===== src/rtl/core/e2u_pkg.sv =====
`default_nettype none

package e2u_pkg;

    // Stream widths
    localparam int IN_DATA_W  = 64;
    localparam int OUT_DATA_W = 48;

    // Result field widths
    localparam int SEC_W  = 6;
    localparam int MIN_W  = 6;
    localparam int HOUR_W = 5;
    localparam int MDAY_W = 5;
    localparam int MON_W  = 4;
    localparam int YEAR_W = 14;
    localparam int WDAY_W = 3;
    localparam int PAD_W  = OUT_DATA_W - (SEC_W + MIN_W + HOUR_W + MDAY_W + MON_W
                                          + YEAR_W + WDAY_W);

    // Number of register stages in the datapath
    localparam int STAGES = 10;

    // Last representable moment, 9999-12-31 23:59:59, in seconds
    localparam logic [37:0] T_MAX = 38'd253402300799;

    // Pipeline control handed from the flow controller to the datapath
    typedef struct packed {
        logic [STAGES-1:0] load;
        logic [STAGES-1:0] valid;
    } e2u_flow_t;

endpackage

`default_nettype wire


===== src/rtl/core/e2u_flow.sv =====
`default_nettype none

module e2u_flow (
    input  logic              clk,
    input  logic              rst_n,
    input  logic              in_valid,
    output logic              in_ready,
    output logic              out_valid,
    input  logic              out_ready,
    output e2u_pkg::e2u_flow_t flow
);
    import e2u_pkg::*;

    logic [STAGES-1:0] valid_reg;
    logic [STAGES-1:0] valid_next;
    logic [STAGES-1:0] load;

    // A stage takes a new item when it is empty or its item moves on
    always_comb
    begin
        load[STAGES-1] = !valid_reg[STAGES-1] || out_ready;
        for (int i = STAGES - 2; i >= 0; i--)
        begin
            load[i] = !valid_reg[i] || load[i+1];
        end
    end

    // Advance valid bits along with the data
    always_comb
    begin
        valid_next[0] = load[0] ? in_valid : valid_reg[0];
        for (int i = 1; i < STAGES; i++)
        begin
            valid_next[i] = load[i] ? valid_reg[i-1] : valid_reg[i];
        end
    end

    always_ff @(posedge clk or negedge rst_n)
    begin
        if (!rst_n)
        begin
            valid_reg <= '0;
        end
        else
        begin
            valid_reg <= valid_next;
        end
    end

    assign in_ready   = load[0];
    assign out_valid  = valid_reg[STAGES-1];
    assign flow.load  = load;
    assign flow.valid = valid_reg;

    // Items in flight change only by what enters and what leaves
    a_count_kept: assert property (@(posedge clk) disable iff (!rst_n)
        1'b1 |=> $countones(valid_reg) == $past($countones(valid_reg))
                 + (($past(in_valid) && $past(in_ready)) ? 1 : 0)
                 - (($past(out_valid) && $past(out_ready)) ? 1 : 0))
        else $error("item count in pipeline broken");

    // Any empty stage lets the input side move
    a_bubble_ready: assert property (@(posedge clk) disable iff (!rst_n)
        !(&valid_reg) |-> in_ready)
        else $error("input stalled with a free stage");

    // A full pipeline with a stalled output holds the input back
    a_full_stall: assert property (@(posedge clk) disable iff (!rst_n)
        ((&valid_reg) && !out_ready) |-> !in_ready)
        else $error("input taken into a full stalled pipeline");

endmodule

`default_nettype wire


===== src/rtl/core/epoch_seconds_to_utc_date_core.sv =====
// Unix seconds to UTC calendar date and time, ten register stages.
// A result is shown on m_tvalid once its item has reached the last stage register.
// Throughput: one item per cycle unless m_tready stalls; each stage holds a short
// run of constant multiplies and adds, so the ten-stage register chain sets the
// latency. Reset clears only the stage valid bits; datapath registers are not reset.
`default_nettype none

module epoch_seconds_to_utc_date_core (
    input  logic                             clk,
    input  logic                             rst_n,
    input  logic                             s_tvalid,
    output logic                             s_tready,
    input  logic [e2u_pkg::IN_DATA_W-1:0]    s_tdata,  // [63:0] epoch_seconds
    output logic                             m_tvalid,
    input  logic                             m_tready,
    // [5:0] second_of_minute, [11:6] minute_of_hour, [16:12] hour_of_day,
    // [21:17] day_of_month, [25:22] month_number, [39:26] calendar_year,
    // [42:40] day_of_week, [47:43] zero
    output logic [e2u_pkg::OUT_DATA_W-1:0]   m_tdata
);
    import e2u_pkg::*;

    // Offset of a March-based month from 1 March: 367 * mon / 12 - 30
    function automatic logic [8:0] month_offset(input logic [3:0] mon);
        logic [8:0] off;
        case (mon)
            4'd1:    off = 9'd0;
            4'd2:    off = 9'd31;
            4'd3:    off = 9'd61;
            4'd4:    off = 9'd92;
            4'd5:    off = 9'd122;
            4'd6:    off = 9'd153;
            4'd7:    off = 9'd184;
            4'd8:    off = 9'd214;
            4'd9:    off = 9'd245;
            4'd10:   off = 9'd275;
            4'd11:   off = 9'd306;
            4'd12:   off = 9'd337;
            default: off = 9'd0;
        endcase
        return off;
    endfunction

    e2u_flow_t         flow;
    logic [STAGES-1:0] take;

    e2u_flow u_flow (
        .clk       (clk),
        .rst_n     (rst_n),
        .in_valid  (s_tvalid),
        .in_ready  (s_tready),
        .out_valid (m_tvalid),
        .out_ready (m_tready),
        .flow      (flow)
    );

    // Load a stage only when it moves and a real item arrives
    always_comb
    begin
        take[0] = flow.load[0] && s_tvalid;
        for (int i = 1; i < STAGES; i++)
        begin
            take[i] = flow.load[i] && flow.valid[i-1];
        end
    end

    // ---------------- stage 0: clamp ----------------
    logic [37:0] t_clamp;
    logic [30:0] s0_x_reg;
    logic [6:0]  s0_lo_reg;

    // Drop negatives to zero, saturate past the last supported second
    always_comb
    begin
        if (s_tdata[63])
        begin
            t_clamp = '0;
        end
        else if ((|s_tdata[62:38]) || (s_tdata[37:0] > T_MAX))
        begin
            t_clamp = T_MAX;
        end
        else
        begin
            t_clamp = s_tdata[37:0];
        end
    end

    always_ff @(posedge clk)
    begin
        if (take[0])
        begin
            s0_x_reg  <= t_clamp[37:7];
            s0_lo_reg <= t_clamp[6:0];
        end
    end

    // ---------------- stage 1: day quotient ----------------
    // seconds / 86400 = (seconds >> 7) / 675, by reciprocal 2^41 / 675
    logic [62:0] day_prod;
    logic [21:0] s1_q_reg;
    logic [30:0] s1_x_reg;
    logic [6:0]  s1_lo_reg;

    assign day_prod = {32'd0, s0_x_reg} * {31'd0, 32'd3257812231};

    always_ff @(posedge clk)
    begin
        if (take[1])
        begin
            s1_q_reg  <= day_prod[62:41];
            s1_x_reg  <= s0_x_reg;
            s1_lo_reg <= s0_lo_reg;
        end
    end

    // ---------------- stage 2: second of day ----------------
    logic [31:0] q_scaled;
    logic [30:0] x_rem;
    logic [21:0] s2_day_reg;
    logic [16:0] s2_sod_reg;

    assign q_scaled = {10'd0, s1_q_reg} * 32'd675;
    assign x_rem    = s1_x_reg - q_scaled[30:0];

    always_ff @(posedge clk)
    begin
        if (take[2])
        begin
            s2_day_reg <= s1_q_reg;
            s2_sod_reg <= {x_rem[9:0], s1_lo_reg};
        end
    end

    // ---------------- stage 3: era shift, hour and weekday quotients ----------------
    logic [30:0] era_num;
    logic [34:0] hour_prod;
    logic [21:0] wday_base;
    logic [44:0] wday_prod;
    logic [21:0] s3_days2_reg;
    logic [30:0] s3_n_reg;
    logic [4:0]  s3_hour_reg;
    logic [16:0] s3_sod_reg;
    logic [19:0] s3_wq_reg;
    logic [21:0] s3_v7_reg;

    // Day count from 1 March of year 0, plus two, times 400
    assign era_num   = ({9'd0, s2_day_reg} + 31'd719470) * 31'd400;
    assign hour_prod = {18'd0, s2_sod_reg} * {17'd0, 18'd149131};
    assign wday_base = s2_day_reg + 22'd4;
    assign wday_prod = {23'd0, wday_base} * {22'd0, 23'd4793491};

    always_ff @(posedge clk)
    begin
        if (take[3])
        begin
            s3_days2_reg <= s2_day_reg + 22'd719468;
            s3_n_reg     <= era_num;
            s3_hour_reg  <= hour_prod[33:29];
            s3_sod_reg   <= s2_sod_reg;
            s3_wq_reg    <= wday_prod[44:25];
            s3_v7_reg    <= wday_base;
        end
    end

    // ---------------- stage 4: year estimate, remainders ----------------
    logic [61:0] year_prod;
    logic [16:0] hour_scaled;
    logic [16:0] sod_left;
    logic [21:0] wq_scaled;
    logic [21:0] wday_left;
    logic [21:0] s4_days2_reg;
    logic [13:0] s4_year_reg;
    logic [4:0]  s4_hour_reg;
    logic [11:0] s4_srem_reg;
    logic [2:0]  s4_wday_reg;

    // Year estimate from the 146097-day cycle, reciprocal 2^48 / 146097
    assign year_prod   = {31'd0, s3_n_reg} * {31'd0, 31'd1926630778};
    assign hour_scaled = {12'd0, s3_hour_reg} * 17'd3600;
    assign sod_left    = s3_sod_reg - hour_scaled;
    assign wq_scaled   = {2'd0, s3_wq_reg} * 22'd7;
    assign wday_left   = s3_v7_reg - wq_scaled;

    always_ff @(posedge clk)
    begin
        if (take[4])
        begin
            s4_days2_reg <= s3_days2_reg;
            s4_year_reg  <= year_prod[61:48];
            s4_hour_reg  <= s3_hour_reg;
            s4_srem_reg  <= sod_left[11:0];
            s4_wday_reg  <= wday_left[2:0];
        end
    end

    // ---------------- stage 5: century and minute quotients ----------------
    logic [27:0] cent_prod;
    logic [24:0] min_prod;
    logic [21:0] s5_days2_reg;
    logic [13:0] s5_year_reg;
    logic [6:0]  s5_cent_reg;
    logic [4:0]  s5_hour_reg;
    logic [11:0] s5_srem_reg;
    logic [5:0]  s5_min_reg;
    logic [2:0]  s5_wday_reg;

    assign cent_prod = {14'd0, s4_year_reg} * {14'd0, 14'd10486};
    assign min_prod  = {13'd0, s4_srem_reg} * {12'd0, 13'd4370};

    always_ff @(posedge clk)
    begin
        if (take[5])
        begin
            s5_days2_reg <= s4_days2_reg;
            s5_year_reg  <= s4_year_reg;
            s5_cent_reg  <= cent_prod[26:20];
            s5_hour_reg  <= s4_hour_reg;
            s5_srem_reg  <= s4_srem_reg;
            s5_min_reg   <= min_prod[23:18];
            s5_wday_reg  <= s4_wday_reg;
        end
    end

    // ---------------- stage 6: day within year, leap flag ----------------
    logic [21:0]        year_days;
    logic signed [23:0] yday_raw;
    logic [13:0]        cent_scaled;
    logic [13:0]        year_mod100;
    logic               leap;
    logic [11:0]        min_scaled;
    logic [11:0]        sec_left;
    logic signed [23:0] s6_yday_reg;
    logic               s6_leap_reg;
    logic [13:0]        s6_year_reg;
    logic [4:0]         s6_hour_reg;
    logic [5:0]         s6_min_reg;
    logic [5:0]         s6_sec_reg;
    logic [2:0]         s6_wday_reg;

    // Days before 1 March of the estimated year
    assign year_days = {8'd0, s5_year_reg} * 22'd365
                     + {10'd0, s5_year_reg[13:2]}
                     - {15'd0, s5_cent_reg}
                     + {17'd0, s5_cent_reg[6:2]};
    assign yday_raw    = $signed({2'b00, s5_days2_reg}) - $signed({2'b00, year_days});
    assign cent_scaled = {7'd0, s5_cent_reg} * 14'd100;
    assign year_mod100 = s5_year_reg - cent_scaled;
    assign leap        = (s5_year_reg[1:0] == 2'd0)
                      && ((year_mod100 != 14'd0) || (s5_cent_reg[1:0] == 2'd0));
    assign min_scaled  = {6'd0, s5_min_reg} * 12'd60;
    assign sec_left    = s5_srem_reg - min_scaled;

    always_ff @(posedge clk)
    begin
        if (take[6])
        begin
            s6_yday_reg <= yday_raw;
            s6_leap_reg <= leap;
            s6_year_reg <= s5_year_reg;
            s6_hour_reg <= s5_hour_reg;
            s6_min_reg  <= s5_min_reg;
            s6_sec_reg  <= sec_left[5:0];
            s6_wday_reg <= s5_wday_reg;
        end
    end

    // ---------------- stage 7: correct an overshooting year ----------------
    logic [23:0] yday_fixed;
    logic [8:0]  yday_sel;
    logic [13:0] year_sel;
    logic [8:0]  s7_yday_reg;
    logic [13:0] s7_year_reg;
    logic [4:0]  s7_hour_reg;
    logic [5:0]  s7_min_reg;
    logic [5:0]  s7_sec_reg;
    logic [2:0]  s7_wday_reg;

    assign yday_fixed = s6_yday_reg + 24'd365 + {23'd0, s6_leap_reg};

    // Step back one year when the day count fell before its start
    always_comb
    begin
        if (s6_yday_reg[23])
        begin
            yday_sel = yday_fixed[8:0];
            year_sel = s6_year_reg - 14'd1;
        end
        else
        begin
            yday_sel = s6_yday_reg[8:0];
            year_sel = s6_year_reg;
        end
    end

    always_ff @(posedge clk)
    begin
        if (take[7])
        begin
            s7_yday_reg <= yday_sel;
            s7_year_reg <= year_sel;
            s7_hour_reg <= s6_hour_reg;
            s7_min_reg  <= s6_min_reg;
            s7_sec_reg  <= s6_sec_reg;
            s7_wday_reg <= s6_wday_reg;
        end
    end

    // ---------------- stage 8: month from day within year ----------------
    // (yday + 31) * 10 / 306, by reciprocal 2^21 / 306
    logic [11:0] mon_num;
    logic [24:0] mon_prod;
    logic [8:0]  s8_yday_reg;
    logic [3:0]  s8_mon_reg;
    logic [13:0] s8_year_reg;
    logic [4:0]  s8_hour_reg;
    logic [5:0]  s8_min_reg;
    logic [5:0]  s8_sec_reg;
    logic [2:0]  s8_wday_reg;

    assign mon_num  = ({3'd0, s7_yday_reg} + 12'd31) * 12'd10;
    assign mon_prod = {13'd0, mon_num} * {12'd0, 13'd6854};

    always_ff @(posedge clk)
    begin
        if (take[8])
        begin
            s8_yday_reg <= s7_yday_reg;
            s8_mon_reg  <= mon_prod[24:21];
            s8_year_reg <= s7_year_reg;
            s8_hour_reg <= s7_hour_reg;
            s8_min_reg  <= s7_min_reg;
            s8_sec_reg  <= s7_sec_reg;
            s8_wday_reg <= s7_wday_reg;
        end
    end

    // ---------------- stage 9: day of month, January-based month ----------------
    logic [8:0]  mday_full;
    logic [3:0]  mon_adj;
    logic [13:0] year_adj;
    logic [SEC_W-1:0]  s9_sec_reg;
    logic [MIN_W-1:0]  s9_min_reg;
    logic [HOUR_W-1:0] s9_hour_reg;
    logic [MDAY_W-1:0] s9_mday_reg;
    logic [MON_W-1:0]  s9_mon_reg;
    logic [YEAR_W-1:0] s9_year_reg;
    logic [WDAY_W-1:0] s9_wday_reg;

    assign mday_full = s8_yday_reg - month_offset(s8_mon_reg) + 9'd1;

    // January and February belong to the next calendar year
    always_comb
    begin
        if (s8_yday_reg >= 9'd306)
        begin
            mon_adj  = s8_mon_reg - 4'd10;
            year_adj = s8_year_reg + 14'd1;
        end
        else
        begin
            mon_adj  = s8_mon_reg + 4'd2;
            year_adj = s8_year_reg;
        end
    end

    always_ff @(posedge clk)
    begin
        if (take[9])
        begin
            s9_sec_reg  <= s8_sec_reg;
            s9_min_reg  <= s8_min_reg;
            s9_hour_reg <= s8_hour_reg;
            s9_mday_reg <= mday_full[4:0];
            s9_mon_reg  <= mon_adj;
            s9_year_reg <= year_adj;
            s9_wday_reg <= s8_wday_reg;
        end
    end

    assign m_tdata = {{PAD_W{1'b0}}, s9_wday_reg, s9_year_reg, s9_mon_reg,
                      s9_mday_reg, s9_hour_reg, s9_min_reg, s9_sec_reg};

endmodule

`default_nettype wire


===== config.mk =====
export PLATFORM = sky130hd
export DESIGN_NAME = epoch_seconds_to_utc_date_core
export DESIGN_NICKNAME = d
export VERILOG_FILES = /design/src/rtl/core/e2u_pkg.sv /design/src/rtl/core/e2u_flow.sv /design/src/rtl/core/epoch_seconds_to_utc_date_core.sv
export SDC_FILE = /design/constraint.sdc
export NUM_CORES = 2
export LEC_CHECK = 0
export ABC_CLOCK_PERIOD_IN_PS = 18000
export BUFFER_PORTS_ARGS = -buffer_cell sky130_fd_sc_hd__buf_4
export CORE_ASPECT_RATIO = 0.7
export CORE_UTILIZATION = 37
export DETAILED_ROUTE_END_ITERATION = 12
export PLACE_DENSITY = 0.6
export SLEW_MARGIN = 10
export SYNTH_ARGS = -nofsm -noshare
export SYNTH_HDL_FRONTEND = slang
export SYNTH_HIERARCHICAL = 1
export SYNTH_SLANG_ARGS = --single-unit
export TNS_END_PERCENT = 50

===== constraint.sdc =====
create_clock -name clk -period 18 [get_ports clk]
set_input_delay 2.7 -clock clk [delete_from_list [all_inputs] [get_ports clk]]
set_output_delay 2.7 -clock clk [all_outputs]
set_load 0.02 [all_outputs]

==> reports/metrics.csv <==
stage;metric;value;unit
run_status;status;completed;
clock_tree;clk sinks;496;
grt;total grt overflow;0;
logic_synthesis;synthesis warning total;6;
clock_tree;clock-pin slew on the worst setup and hold paths;0.06;ns
clock_tree;Clk Latency, worst-skew pair;0.67;ns
die;Top-Level Pins;118;
placed_design;GP Congestion;0.9916;
drt;aggregate routed wire length;157.3;mm
clock_tree;CTS resizes;0;
grt;initial antenna violation count;0;
die;Site Rows;131;
placed_design;Port Buffers;112;
grt;largest net degree at the start of global routing;64;
drt;DR WL/cell;18.03;um
clock_tree;CTS H-tree lvls;2;
sta;Max Clock Skew;0.04420;ns
sta;Slew headroom;24.94;%
die;die area;185600;um^2
clock_tree;CTS tree;built;
grt;first-pass GRT wire length;253.8;mm
clock_tree;clk root buf;clkbuf_16;
die;Core ar.;182400;um^2
die;Initial Util;37.28;%
setup_path;Crit path largest cell delay;0.53;ns
setup_path;crit path kind;reg2reg;
grt;vias in the first global route;44210;
setup_path;worst r2r path cells;33;
sta;endpoints failing setup;0;
drt;ANT nets after route;0;
setup_path;worst-path fanout max;6;
logic_synthesis;Mean Syn Cell Area;11.22;um^2
drt;routed via count;41520;
cells_and_area;area grow syn2layout;8.431;%
drt;Vias/cell;4.760;
sta;Worst Max-Slew Pin Slew;1.126;ns
sta;Final TNS setup;0;ns
setup_path;slowest CP cell;fa_1;
placed_design;HPWL after detailed placement;138.5;mm
sta;Final Max Tran Viols;0;
cells_and_area;most common cell after layout, fill and taps aside;inv_1;
sta;fmax;0.1254;GHz
die;die span in x;514.4;um
grt;Global Route Usage Sum;17.58;%
cells_and_area;most frequent cells in the layout;1659 x inv_1, 1473 x ha_1, 961 x fa_1;
sta;min Tclk post-route;7.974;ns
min_path;Hold Path Depth;0;
sta;RSZ-0062 raised after global routing;false;
drt;Iteration-0 DRC Markers;2621;
setup_path;Critical Path Sink Type;flop;
sta;final hold vios;0;
clock_tree;setup bufs post-CTS;0;
clock_tree;CTS Buf Count;56;
setup_path;Arr. time, crit path;8.52;ns
min_path;HP Class;reg2reg;
cells_and_area;share of post-route cells with drive strength above 1;4.216;%
cells_and_area;Largest register FFs;31;
drt;number of remaining DRC errors;0;
cells_and_area;final net count;8716;
job;MaxCap Viol Count;0;
logic_synthesis;mapped cell area;68010;um^2
clock_tree;# hold bufs at CTS;0;
setup_path;required time of the critical path;18.55;ns
setup_path;most used cell, CP;ha_1;
clock_tree;CTS max path bufs;3;
die;DIE HEIGHT;360.7;um
logic_synthesis;Synth Instances;6061;
sta;period utilisation layout;44.30;%
drt;drt first pass iters;5;
setup_path;Setup crit start kind;flop;
[per-stage QoR]
stage / hold WS [ns] / instances / util, % / setup slack (ns) / cell area (um^2)
2_1_floorplan: 0.4003 / 6065 / - / 10.70 / 68030
3_5_place_dp: 0.4045 / 8616 / 39.40 / 9.969 / 71880
4_1_cts: 0.3777 / 8722 / 40.42 / 9.984 / 73740
6_report: 0.3968 / 8723 / 40.42 / 10.03 / 73740
5_1_grt: 0.3954 / 8722 / 40.42 / 9.511 / 73740
3_3_place_gp: 0.4015 / 8616 / 39.40 / 10.02 / 71880
[path summary, 6_finish.rpt]
| check | startpoint | end | slack, ns |
|---|---|---|---|
| max | s7_yday_reg[0] | flop | 10.03 |
| min | s1_q_reg[10] | s2_day_reg[10] | 0.40 |
| max reg2reg | s7_yday_reg[0] | flop | 10.03 |
| min reg2reg | s1_q_reg[10] | s2_day_reg[10] | 0.40 |
| max in group asynchronous | rst_n | u_flow/valid_reg[7] | 15.88 |
| min in group asynchronous | rst_n | u_flow/valid_reg[0] | 1.92 |
[routing by layer]
layer,GRT usage (%),vias to the layer above,routed length (um)
met4,2.670,0,2185
li1,-,19810,-
met3,2.919,125,9862
met5,0,-,0
met2,25.79,923,65030
met1,27.25,20670,80200
[layout make-up]
cell class | count | area, um^2
tap | 2460 | 3078
clock buffer | 60 | 1416
timing repair buffer | 123 | 923.4
clock inverter | 46 | 447.9
inverter | 1660 | 6231
antenna | 1 | 2.502
multi-input combinational | 3877 | 46850
sequential | 496 | 14790
fill | 17440 | 108700
[critical path, delay by kind of cell, from the launching register on]
kind / cells / cell delay, ns
AOI/OAI and AO/OA: 10 / 1.61
xor gates and xnor gates: 3 / 0.85
adders and majority gates: 11 / 3.71
buffers and inverters: 5 / 0.47
DFF: 1 / 0.47
muxes: 3 / 0.68
and+or+nand+nor: 1 / 0.07
Power is left out: the tool's default activity adds up to more than one toggle a clock period on the data nets, which glitch-free logic cannot reach.
